--- src/rtl/ssf_pkg.sv ---
// Shared types, constants and register codes for the selectable smoothing filter.
// Depends on nothing; every other file imports it.

package ssf_pkg;

    localparam int SAMPLE_BITS    = 16;
    localparam int COEF_BITS      = 16;
    localparam int COEF_FRAC_BITS = 14;
    localparam int PROD_BITS      = SAMPLE_BITS + COEF_BITS;
    localparam int ACC_BITS       = PROD_BITS + 3;
    localparam int CFG_INDEX_BITS = 3;
    localparam int FILL_BITS      = 3;

    typedef logic signed [SAMPLE_BITS-1:0] t_sample;
    typedef logic signed [COEF_BITS-1:0]   t_coef;
    typedef logic signed [PROD_BITS-1:0]   t_prod;
    typedef logic signed [ACC_BITS-1:0]    t_acc;
    typedef logic [1:0]                    t_mode;
    typedef logic [CFG_INDEX_BITS-1:0]     t_cfg_index;
    typedef logic [FILL_BITS-1:0]          t_fill;

    localparam t_mode MODE_MEAN = 2'd0;
    localparam t_mode MODE_IIR  = 2'd1;
    localparam t_mode MODE_SG   = 2'd2;

    localparam t_cfg_index REG_FILTER_MODE = 3'd0;
    localparam t_cfg_index REG_IIR_B0      = 3'd1;
    localparam t_cfg_index REG_IIR_B1      = 3'd2;
    localparam t_cfg_index REG_IIR_B2      = 3'd3;
    localparam t_cfg_index REG_IIR_A1      = 3'd4;
    localparam t_cfg_index REG_IIR_A2      = 3'd5;

    localparam t_mode MODE_RESET   = MODE_MEAN;
    localparam t_coef IIR_B0_RESET = 16'sd220;
    localparam t_coef IIR_B1_RESET = 16'sd437;
    localparam t_coef IIR_B2_RESET = 16'sd220;
    localparam t_coef IIR_A1_RESET = -16'sd26993;
    localparam t_coef IIR_A2_RESET = 16'sd11484;

    // Savitzky-Golay weights k/35, rounded half away from zero
    localparam t_coef SG_W0 = t_coef'(((31 << COEF_FRAC_BITS) * 2 + 35) / 70);
    localparam t_coef SG_W1 = t_coef'(((9 << COEF_FRAC_BITS) * 2 + 35) / 70);
    localparam t_coef SG_W2 = t_coef'(-(((3 << COEF_FRAC_BITS) * 2 + 35) / 70));
    localparam t_coef SG_W3 = t_coef'(-(((5 << COEF_FRAC_BITS) * 2 + 35) / 70));
    localparam t_coef SG_W4 = t_coef'(((3 << COEF_FRAC_BITS) * 2 + 35) / 70);

    localparam t_fill SG_TAPS = t_fill'(5);

    typedef struct packed {
        t_mode mode;
        t_coef b0;
        t_coef b1;
        t_coef b2;
        t_coef a1;
        t_coef a2;
    } t_cfg;

endpackage

--- src/rtl/ssf_if.sv ---


interface ssf_cfg_if import ssf_pkg::*; ();
    logic       valid;
    logic       ready;
    t_cfg_index index;
    t_coef      data;

    modport source (output valid, output index, output data, input ready);
    modport sink (input valid, input index, input data, output ready);
endinterface

--- src/rtl/ssf_cfg_regs.sv ---
// Configuration register file: filter mode and biquad coefficients.
// Depends on ssf_pkg and ssf_cfg_if.

module ssf_cfg_regs import ssf_pkg::*; (
    input  logic      i_clk,
    input  logic      i_rst_n,
    ssf_cfg_if.sink   i_cfg,
    output t_cfg      o_cfg
);

    t_cfg r_cfg;

    assign i_cfg.ready = 1'b1;
    assign o_cfg       = r_cfg;

    always_ff @(posedge i_clk) begin
        if (!i_rst_n) begin
            r_cfg.mode <= MODE_RESET;
            r_cfg.b0   <= IIR_B0_RESET;
            r_cfg.b1   <= IIR_B1_RESET;
            r_cfg.b2   <= IIR_B2_RESET;
            r_cfg.a1   <= IIR_A1_RESET;
            r_cfg.a2   <= IIR_A2_RESET;
        end else if (i_cfg.valid && i_cfg.ready) begin
            case (i_cfg.index)
                REG_FILTER_MODE: r_cfg.mode <= i_cfg.data[$bits(t_mode)-1:0];
                REG_IIR_B0:      r_cfg.b0   <= i_cfg.data;
                REG_IIR_B1:      r_cfg.b1   <= i_cfg.data;
                REG_IIR_B2:      r_cfg.b2   <= i_cfg.data;
                REG_IIR_A1:      r_cfg.a1   <= i_cfg.data;
                REG_IIR_A2:      r_cfg.a2   <= i_cfg.data;
                default: ;
            endcase
        end
    end

endmodule

--- src/flat_wrapper.sv ---
// flat-port wrapper written by rule: the top's interface ports become plain ports
module ssf_cfg_regs_flat import ssf_pkg::*;
  (i_clk, i_rst_n, o_cfg, i_cfg_valid, i_cfg_index, i_cfg_data, i_cfg_ready);
  ssf_cfg_if i_cfg_i ();
  input  logic i_clk;
  input  logic i_rst_n;
  output t_cfg o_cfg;
  input wire logic [$bits(i_cfg_i.valid)-1:0] i_cfg_valid;
  input wire logic [$bits(i_cfg_i.index)-1:0] i_cfg_index;
  input wire logic [$bits(i_cfg_i.data)-1:0] i_cfg_data;
  output wire logic [$bits(i_cfg_i.ready)-1:0] i_cfg_ready;
  assign i_cfg_i.valid = i_cfg_valid;
  assign i_cfg_i.index = i_cfg_index;
  assign i_cfg_i.data = i_cfg_data;
  assign i_cfg_ready = i_cfg_i.ready;
  ssf_cfg_regs u_core (.i_clk(i_clk), .i_rst_n(i_rst_n), .i_cfg(i_cfg_i), .o_cfg(o_cfg));
endmodule
--- config.mk ---
export PLATFORM = sky130hd
export DESIGN_NAME = ssf_cfg_regs_flat
export DESIGN_NICKNAME = d
export VERILOG_FILES = /design/src/rtl/ssf_pkg.sv /design/src/rtl/ssf_if.sv /design/src/rtl/ssf_cfg_regs.sv /design/src/flat_wrapper.sv
export SDC_FILE = /design/constraint.sdc
export NUM_CORES = 1
export LEC_CHECK = 0
export ABC_CLOCK_PERIOD_IN_PS = 2400
export BUFFER_PORTS_ARGS = -buffer_cell sky130_fd_sc_hd__buf_2
export CELL_PAD_IN_SITES_DETAIL_PLACEMENT = 0
export CELL_PAD_IN_SITES_GLOBAL_PLACEMENT = 2
export CORE_MARGIN = 10
export CORE_UTILIZATION = 33
export DETAILED_ROUTE_END_ITERATION = 8
export GPL_TIMING_DRIVEN = 1
export PLACE_DENSITY_LB_ADDON = 0.1
export SLEW_MARGIN = 25
export SYNTH_ARGS = -nofsm -noshare
export SYNTH_HDL_FRONTEND = slang
export SYNTH_SLANG_ARGS = --single-unit
--- constraint.sdc ---
create_clock -name i_clk -period 2.4 [get_ports i_clk]
set_clock_uncertainty 0.05 [all_clocks]
set_input_delay 0.48 -clock i_clk [delete_from_list [all_inputs] [get_ports i_clk]]
set_output_delay 0.48 -clock i_clk [all_outputs]
set_load 0.05 [all_outputs]
==> metrics.cfg, run 1 <==
[status]
status=finished clean

[clocking]
hold_buffers=0
cts_tree=built
cts_buffers=9
cts.repair.resized=0
cts.clk_slew.worst_paths_ps=90
cts_max_path_buffers=2
h-tree-depth=3
clkLatencyLatePin_ps=340
post_cts_buffers=0
cts_root_buffer=clkbuf_8
numClockSinks=82

[synth]
synth.area.top_cells=dfxtp_1 (51%), mux2i_1 (25%), nor2b_1 (9.3%)
yosysWarnings=0
ys_ff_latch=82
syn_avg_cell_area_sq_um=10.51
synth_ff_type=dfxtp_1
ys_types=16
yosysTopAreaCell=dfxtp_1
netlist_instances=308
syn-num-nets=330
ys_top_cells_by_count=dfxtp_1 (82), mux2i_1 (82), nand2_1 (63)
yosysSeqAreaShare=0.5073
yosysTopAreaCellShare=0.5073
syn_area_sq_um=3236
synth-async-reset-ratio=0
synth_edf_count=0

[hold_path]
hold_class=input port to flop
whs_endpoint=u_core.o_cfg[20]
min_from=i_cfg_data[4]
min_path_cells=3

[sta]
fin_crit_ps=1514
final.setup.tns_ps=0
finalMaxSlewViolations=0
slew_headroom=0.5167
rsz0062_at_grt=no
finalSetupViolations=0
hold_ws_ps=339.4
fmax_ghz=0.6607
min_period_over_period=0.6307
hold_viol_final=0
tightestPinTransition_ps=714.8

[global_routing]
antenna_found_initial=0
grt_use_total=0.1228
gr-total-overflow=0
grt_pass1_vias=2575
grt_pass1_wl_um=14060
grt_start_max_net_pins=45

[finish]
syn_to_final_growth_pct=24.75
postLayoutCellArea_sq_um=4036
largest_register_ffs=82
nets=430
drive_above_1_share=0.3123
antenna_cells=0

[worst_setup_path]
crit_family=flip-flops
crit_buf_inv=1
slowest_stage=dfxtp_1
r2r_start=u_core.o_cfg[38]
critPathLaunchType=flop
r2r_end=u_core.o_cfg[38]
path_max_fanout=2
regToRegSetupSlack_ps=1710
crit_arrival_ps=980
crit_required_ps=1870
critPathKind=flop to output port
crit_path_end_kind=output port
reg2regPathDepth=2
max_stage_delay_ps=370
crit_chain=buf_2
startpoint=u_core.o_cfg[53]

[flow_run]
max-cap-violations=0

[pwr]
swShare=0.2813
power.density_nw_per_um2=640.6
power_frac_seq=0.543
clock_power_share=0.339
ir_worst_vdd_mv=0.2393
p_leak_nw=1.928
p_int_w=0.001859
p_switching_w=0.0007273
power.share.combinational=0.118

[route]
vias=2381
postRouteAntennaNets=0
remaining_drc_errors=0
drt_first_iter_violations=83
wl_per_cell_um=15.87
dr.pass1.iters=4
drt_wl_total_um=8667
routed_via_density=4.361

[die]
start_util=0.3341
pin_count=105
core_sq_um=9684
num_rows=36
dieHeight_um=119.0
dieArea_sq_um=14170
die_w_um=119.0

[place]
io_buffers=103
placed_cell_area_sq_um=3872
place_congestion=0.7216
hpwl_um=6278

==> metal layers <==
metal / GRT usage / routed length [um] / vias to the layer above
met2: 0.1926 / 3874 / 62
met1: 0.1558 / 4232 / 1097
met5: 0 / 0 / -
li1: - / - / 1214
met3: 0.03496 / 459 / 8
met4: 0.04809 / 102 / 0
==> how the worst max path moves through the flow <==
stage	endpoint	slack, ps	depth (start not counted)
2_1_floorplan	u_core.o_cfg[30]	1100	4
3_3_place_gp	u_core.o_cfg[81]	760	3
3_5_place_dp	u_core.o_cfg[10]	730	4
4_1_cts	o_cfg[53]	850	1
5_1_grt	o_cfg[56]	840	1
6_report	o_cfg[53]	890	1
==> stage by stage <==
step	cells	setup slack, ps	util	total power, W
floorplan	308	1096	-	0.001657
global placement	530	756.3	0.3999	0.001746
detailed placement	530	729.0	0.3999	0.001748
CTS	546	850.5	0.4168	0.002620
global route	546	837.8	0.4168	0.002715
finish	546	886.4	0.4168	0.002586
==> power by group through the flow <==
stage                     Clock (W)  Combinational, W  Sequential [W]
after floorplan                   0          0.000115         0.00154
after global placement            0          0.000308         0.00144
after detailed placement          0          0.000310         0.00144
after CTS                  0.000903          0.000311         0.00141
after global routing       0.000976          0.000328         0.00141
final                      0.000876          0.000304         0.00141
==> final cells by class <==
type | count | area, sq um
clock inverters | 4 | 28.78
multi-input cells | 203 | 1466
clock buffers | 12 | 135.1
repair buffers | 112 | 598.1
well taps | 133 | 166.4
flip-flops and latches | 82 | 1642
fillers | 1002 | 5648
==> cells in the final DEF (no fill, tap or decap), drive strengths merged <==
master / count
clkinv: 2
nand4b: 2
buf: 112
and4b: 2
clkbuf: 12
nand2: 63
nor4b: 1
and4bb: 2
dfxtp: 82
conb: 1
clkinvlp: 2
nor2b: 48
mux2i: 82
nand4bb: 2
==> logic make-up (layout without fill, tap and decap cells) <==
| logic type | count (synthesis) | in the layout | share of synthesized area |
|---|---|---|---|
| muxes | 82 | 82 | 0.2537 |
| DFF | 82 | 82 | 0.5073 |
| other | 1 | 1 | 0.001159 |
| buffers and inverters | 23 | 128 | 0.04099 |
| and+or+nand+nor | 120 | 120 | 0.1968 |
(Power assumes the default switching activity.)
==> inputs of run 2 (changes only) <==
--- a/config.mk
+++ b/config.mk
@@ -5,12 +5,13 @@
 export SDC_FILE = /design/constraint.sdc
 export NUM_CORES = 1
 export LEC_CHECK = 0
-export ABC_CLOCK_PERIOD_IN_PS = 2400
+export ABC_AREA = 1
+export ABC_CLOCK_PERIOD_IN_PS = 1500
 export BUFFER_PORTS_ARGS = -buffer_cell sky130_fd_sc_hd__buf_2
 export CELL_PAD_IN_SITES_DETAIL_PLACEMENT = 0
 export CELL_PAD_IN_SITES_GLOBAL_PLACEMENT = 2
 export CORE_MARGIN = 10
-export CORE_UTILIZATION = 33
+export CORE_UTILIZATION = 27
 export DETAILED_ROUTE_END_ITERATION = 8
 export GPL_TIMING_DRIVEN = 1
 export PLACE_DENSITY_LB_ADDON = 0.1
==> constraint.sdc (replaced) <==
create_clock -name i_clk -period 1.5 [get_ports i_clk]
set_clock_uncertainty 0.05 [all_clocks]
set_input_delay 0.3 -clock i_clk [delete_from_list [all_inputs] [get_ports i_clk]]
set_output_delay 0.3 -clock i_clk [all_outputs]
set_load 0.05 [all_outputs]
==> metrics.cfg, run 2 <==
[synth]
syn-num-nets=463  ; was 330
synth-async-reset-ratio=0  ; unchanged
synth_ff_type=dfxtp_1  ; unchanged
syn_avg_cell_area_sq_um=7.283  ; was 10.51 sq um
ys_ff_latch=82  ; unchanged
synth_most_common_cell=nand2_1
synth.area.top_cells=dfxtp_1 (51%), nand2_1 (14%), nand3_1 (13%)  ; was dfxtp_1 (51%), mux2i_1 (25%), nor2b_1 (9.3%)
yosysWarnings=0  ; unchanged
ys_top_cells_by_count=nand2_1 (122), nor2_1 (101), dfxtp_1 (82)  ; was dfxtp_1 (82), mux2i_1 (82), nand2_1 (63)
ys_types=16  ; unchanged
synth_edf_count=0  ; unchanged
yosysTopAreaCellShare=0.5111  ; was 0.5073
netlist_instances=441  ; was 308
yosysSeqAreaShare=0.5111  ; was 0.5073
yosysTopAreaCell=dfxtp_1  ; unchanged
syn_area_sq_um=3212  ; was 3236 sq um

[global_routing]
grt_start_max_net_pins=83  ; was 45
grt_pass1_vias=3208  ; was 2575
antenna_found_initial=1  ; was 0
grt_use_total=0.1347  ; was 0.1228
gr-total-overflow=0  ; unchanged
grt_pass1_wl_um=17220  ; was 14060 um

[worst_setup_path]
crit_family=flip-flops  ; unchanged
cp-endpoint=o_cfg[6]  ; was o_cfg[53]
cp.depth=1  ; unchanged
crit_buf_inv=1  ; unchanged
crit_arrival_ps=1000  ; was 980 ps
regToRegSetupSlack_ps=860  ; was 1710 ps
crit_required_ps=1150  ; was 1870 ps
path_max_fanout=2  ; unchanged
reg2regPathDepth=2  ; unchanged
critPathLaunchType=flop  ; unchanged
slowest_stage=dfxtp_1  ; unchanged
startpoint=u_core.o_cfg[6]  ; was u_core.o_cfg[53]
r2r_end=u_core.o_cfg[6]  ; was u_core.o_cfg[38]
crit_chain=buf_2  ; unchanged
r2r_start=u_core.o_cfg[6]  ; was u_core.o_cfg[38]
max_stage_delay_ps=370  ; about the same
crit_path_end_kind=output port  ; unchanged
critPathKind=flop to output port  ; unchanged

[clocking]
cts_tree=built  ; unchanged
cts_root_buffer=clkbuf_16  ; was clkbuf_8
cts_max_path_buffers=2  ; unchanged
cts_buffers=9  ; unchanged
post_cts_buffers=0  ; unchanged
h-tree-depth=3  ; unchanged
cts.repair.resized=0  ; unchanged
cts.clk_slew.worst_paths_ps=60  ; was 90 ps
numClockSinks=82  ; unchanged
clkLatencyLatePin_ps=340  ; about the same
hold_buffers=0  ; unchanged

[finish]
nets=570  ; was 430
syn_to_final_growth_pct=31.94  ; was 24.75%
fin_cells=697  ; was 546
final_cell_mix=nand2_1 (122), buf_2 (103), nor2_1 (101)  ; was buf_2 (102), mux2i_1 (82), dfxtp_1 (82)
largest_register_ffs=82  ; unchanged
fill_cells=1250  ; was 1002
drive_above_1_share=0.2676  ; was 0.3123
final_common_cell=nand2_1  ; was buf_2

[route]
drt_wl_total_um=10880  ; was 8667 um
postRouteAntennaNets=0  ; unchanged
vias=3067  ; was 2381
wl_per_cell_um=15.61  ; was 15.87 um
dr.pass1.iters=4  ; unchanged
routed_via_density=4.400  ; was 4.361
remaining_drc_errors=0  ; unchanged
drt_first_iter_violations=131  ; was 83

[die]
dieHeight_um=129.1  ; was 119.0 um
pin_count=105  ; unchanged
die_w_um=129.1  ; was 119.0 um
dieArea_sq_um=16660  ; was 14170 sq um
core_sq_um=11520  ; was 9684 sq um
start_util=0.2789  ; was 0.3341
num_rows=39  ; was 36

[status]
status=finished clean  ; unchanged

[sta]
fin_crit_ps=1350
finalMaxSlewViolations=0  ; unchanged
final.setup.tns_ps=0  ; unchanged
hold_ws_ps=122.2  ; was 339.4 ps
min_period_over_period=0.9002
hold_viol_final=0  ; unchanged
finalSetupViolations=0  ; unchanged
rsz0062_at_grt=no  ; unchanged
fmax_ghz=0.7405

[place]
dp_cells=680  ; was 530
place_congestion=0.7357  ; was 0.7216
hpwl_um=8125  ; was 6278 um
io_buffers=103  ; unchanged

[pwr]
p_leak_nw=2.084  ; was 1.928 nW
ir_worst_vdd_mv=0.6651  ; was 0.2393 mV
total_power_w=0.005324  ; was 0.002586 W
power.density_nw_per_um2=1256  ; was 640.6 nW/um^2

[hold_path]
min_path_cells=3  ; unchanged
hold_class=input port to flop  ; unchanged

[flow_run]
max-cap-violations=0  ; unchanged

==> run 2: cell count changes after synthesis, moves of 3 or more <==
cell	previous run	this run
mux2i_1	82	0
nor2_4	0	6
buf_6	2	5
nand3_1	0	81
nor2b_1	48	0
clkbuf_1	10	5
inv_1	0	17
nand2_2	0	4
nor2_1	0	101
nand2_1	63	122
==> run 2: worst min-delay path by stage <==
stage	from	end	slack, ps
5_1_grt	i_cfg_data[8]	u_core.o_cfg[56]	120
2_1_floorplan	i_cfg_data[0]	u_core.o_cfg[16]	360
3_3_place_gp	u_core.o_cfg[39]	u_core.o_cfg[39]	390
3_5_place_dp	u_core.o_cfg[4]	u_core.o_cfg[4]	390
4_1_cts	i_cfg_data[12]	u_core.o_cfg[28]	110
6_report	i_cfg_data[12]	u_core.o_cfg[28]	120
==> run 2: cell type report <==
cell class	count	area (sq um)	share of cell area
flip-flops and latches	82	1642	0.3874
multi-input cells	317	1353	0.3192
repair buffers	119	685.7	0.1618
clock buffers	11	252.7	0.05964
well taps	143	178.9	0.04222
inverters	19	71.32	0.01683
clock inverters	5	52.55	0.01240
diodes	1	2.502	0.0005905
==> run 2: through the flow <==
step	util	setup slack, ps	area, sq um
after floorplan	-	410.4	3212
after global placement	0.3413	90.30	3930
after detailed placement	0.3413	53.82	3930
after CTS	0.3678	137.1	4235
after global routing	0.3678	111.2	4235
final	0.3680	149.6	4238
==> run 2: routing by layer <==
layer  vias to the layer above  global-route usage  share of wire
met5                         -                   0              0
met4                         0             0.04013          0.014
met3                        13             0.06321          0.075
met2                        88              0.2160           0.46
met1                      1378              0.1578           0.45
li1                       1588                   -              -
==> run 2: kinds of logic after synthesis <==
family	Yosys count	synth area share
and+or+nand+nor	316	0.4199
buffers and inverters	42	0.06778
DFF	82	0.5111
other	1	0.001168
==> run 2: power breakdown <==
part           switching, W  internal (W)  leakage (nW)
clock              0.000902       0.00137         0.151
sequential        0.0000402       0.00226         0.668
combinational      0.000569      0.000186          1.26
==> inputs of run 3 (changes only) <==
==> constraint.sdc (replaced) <==
create_clock -name i_clk -period 1.5 [get_ports i_clk]
set_clock_uncertainty 0.05 [all_clocks]
set_input_delay 0.075 -clock i_clk [delete_from_list [all_inputs] [get_ports i_clk]]
set_output_delay 0.075 -clock i_clk [all_outputs]
set_load 0.05 [all_outputs]
==> metrics.cfg, run 3 (same netlist as run 2, synthesis figures left out) <==
[status]
status=finished, violations left  ; was finished clean
violations=hold timing

[clocking]
clkLatencyLatePin_ps=340  ; about the same
h-tree-depth=3  ; unchanged
cts_tree=built  ; unchanged
cts.repair.resized=0  ; unchanged
cts.clk_slew.worst_paths_ps=60  ; about the same
cts_max_path_buffers=2  ; unchanged
cts_root_buffer=clkbuf_16  ; unchanged
numClockSinks=82  ; unchanged
cts_buffers=9  ; unchanged

[pwr]
power.share.combinational=0.145  ; was 0.142
p_leak_nw=2.083  ; was 2.084 nW
ir_worst_vdd_mv=0.4342  ; was 0.6651 mV
clock_power_share=0.419  ; was 0.427
swShare=0.2781  ; was 0.2839
power.density_nw_per_um2=1238  ; was 1256 nW/um^2
p_switching_w=0.001465  ; was 0.001511 W
p_int_w=0.003805  ; was 0.003813 W
power_frac_seq=0.436  ; was 0.431

[die]
dieHeight_um=129.1  ; unchanged
start_util=0.2789  ; unchanged
die_w_um=129.1  ; unchanged
dieArea_sq_um=16660  ; unchanged
num_rows=39  ; unchanged
pin_count=105  ; unchanged
core_sq_um=11520  ; unchanged

[sta]
finalMaxSlewViolations=0  ; unchanged
min_period_over_period=0.7433  ; was 0.9002
fin_crit_ps=1115  ; was 1350 ps
finalSetupViolations=0  ; unchanged
rsz0062_at_grt=no  ; unchanged
final.setup.tns_ps=0  ; unchanged
hold_viol_final=1  ; was 0
hold_ws_ps=-0.6791  ; was 122.2 ps
fmax_ghz=0.8969  ; was 0.7405 GHz

[global_routing]
gr-total-overflow=0  ; unchanged
grt_use_total=0.1354  ; was 0.1347
grt_start_max_net_pins=83  ; unchanged
grt_pass1_vias=3185  ; was 3208
antenna_found_initial=0  ; was 1
grt_pass1_wl_um=17260  ; was 17220 um

[worst_setup_path]
regToRegSetupSlack_ps=860  ; about the same
crit_arrival_ps=990  ; was 1000 ps
crit_required_ps=1370  ; was 1150 ps
crit_chain=buf_2  ; unchanged
path_max_fanout=2  ; unchanged
crit_family=flip-flops  ; unchanged
crit_path_end_kind=output port  ; unchanged
cp.depth=1  ; unchanged
r2r_start=u_core.o_cfg[38]  ; was u_core.o_cfg[6]
critPathLaunchType=flop  ; unchanged
crit_buf_inv=1  ; unchanged
critPathKind=flop to output port  ; unchanged
r2r_end=u_core.o_cfg[38]  ; was u_core.o_cfg[6]
slowest_stage=dfxtp_1  ; unchanged
reg2regPathDepth=2  ; unchanged
max_stage_delay_ps=370  ; about the same

[route]
remaining_drc_errors=0  ; unchanged
routed_via_density=4.406  ; was 4.400
wl_met3_um=753  ; was 821 um
drt_first_iter_violations=168  ; was 131
vias=3080  ; was 3067
drt_wl_total_um=11080  ; was 10880 um
top_layer_used=met4  ; unchanged
dr.pass1.iters=5  ; was 4
wl_met2_um=5148  ; was 5046 um
wl_per_cell_um=15.85  ; was 15.61 um
postRouteAntennaNets=0  ; unchanged
wl_met1_um=5012  ; was 4854 um

[hold_path]
hold_class=input port to flop  ; unchanged
min_path_cells=3  ; unchanged
whs_endpoint=u_core.o_cfg[68]  ; was u_core.o_cfg[28]
min_from=i_cfg_data[4]  ; was i_cfg_data[12]

[finish]
drive_above_1_share=0.2464  ; was 0.2676
final_cell_mix=nand2_1 (122), buf_2 (103), nor2_1 (101)  ; unchanged
fill_cells=1270  ; was 1250
syn_to_final_growth_pct=32.57  ; was 31.94%
nets=575  ; was 570
final_common_cell=nand2_1  ; unchanged
largest_register_ffs=82  ; unchanged
antenna_cells=0  ; was 1

[place]
io_buffers=103  ; unchanged
place_congestion=0.7646  ; was 0.7357
hpwl_um=8073  ; was 8125 um

[flow_run]
max-cap-violations=0  ; unchanged

run 3: cell count changes in the layout (fill, tap and decap cells not counted), sizes merged:
cell,before,now
dlygate4sd3,0,14
buf,119,110
clkinv,3,2
clkinvlp,1,0
diode,1,0
run 3: layout make-up:
class / instances / area (sq um) / area share
Sequential cell: 82 / 1642 / 0.3855
Multi-Input combinational cell: 317 / 1353 / 0.3177
Timing Repair Buffer: 124 / 720.7 / 0.1693
Clock buffer: 11 / 252.7 / 0.05936
Tap cell: 143 / 178.9 / 0.04202
Inverter: 19 / 71.32 / 0.01675
Clock inverter: 3 / 40.04 / 0.009403
run 3: metrics by stage:
step	power [W]	setup WS [ps]	util	area, sq um	std cells
6_report	0.005270	385.1	0.3697	4258	699
5_1_grt	0.005503	354.9	0.3697	4258	699
4_1_cts	0.005355	369.7	0.3697	4258	699
3_5_place_dp	0.003097	215.2	0.3321	3825	671
3_3_place_gp	0.003095	265.0	0.3321	3825	671
2_1_floorplan	0.002875	591.8	-	3212	441
run 3: worst max path at each step:
| stage | endpoint | start | slack, ps |
|---|---|---|---|
| floorplan | u_core.o_cfg[0] | u_core.o_cfg[0] | 590 |
| global placement | u_core.o_cfg[11] | i_cfg_index[2] | 270 |
| detailed placement | u_core.o_cfg[10] | i_cfg_index[2] | 220 |
| CTS | o_cfg[77] | u_core.o_cfg[77] | 370 |
| global route | o_cfg[77] | u_core.o_cfg[77] | 350 |
| finish | o_cfg[38] | u_core.o_cfg[38] | 390 |
run 3: per-layer routing:
layer / GRT usage / vias to the layer above
li1: - / 1600
met4: 0.04883 / 0
met1: 0.1634 / 1393
met5: 0 / -
met2: 0.2203 / 77
met3: 0.04568 / 10
run 3: power by group through the flow:
stage	clock (W)	combinational (W)	sequential, W
after floorplan	0	0.000267	0.00261
after global placement	0	0.000750	0.00235
after detailed placement	0	0.000752	0.00235
after CTS	0.00228	0.000781	0.00230
after global routing	0.00236	0.000837	0.00230
final	0.00221	0.000766	0.00230
run 3: timing repair:
action | CTS | global route
hold buffers | 14 | 0
setup endpoints to repair | 0 | 0
endpoints found under the hold margin | 25 | 0
buffers inserted | 0 | 0
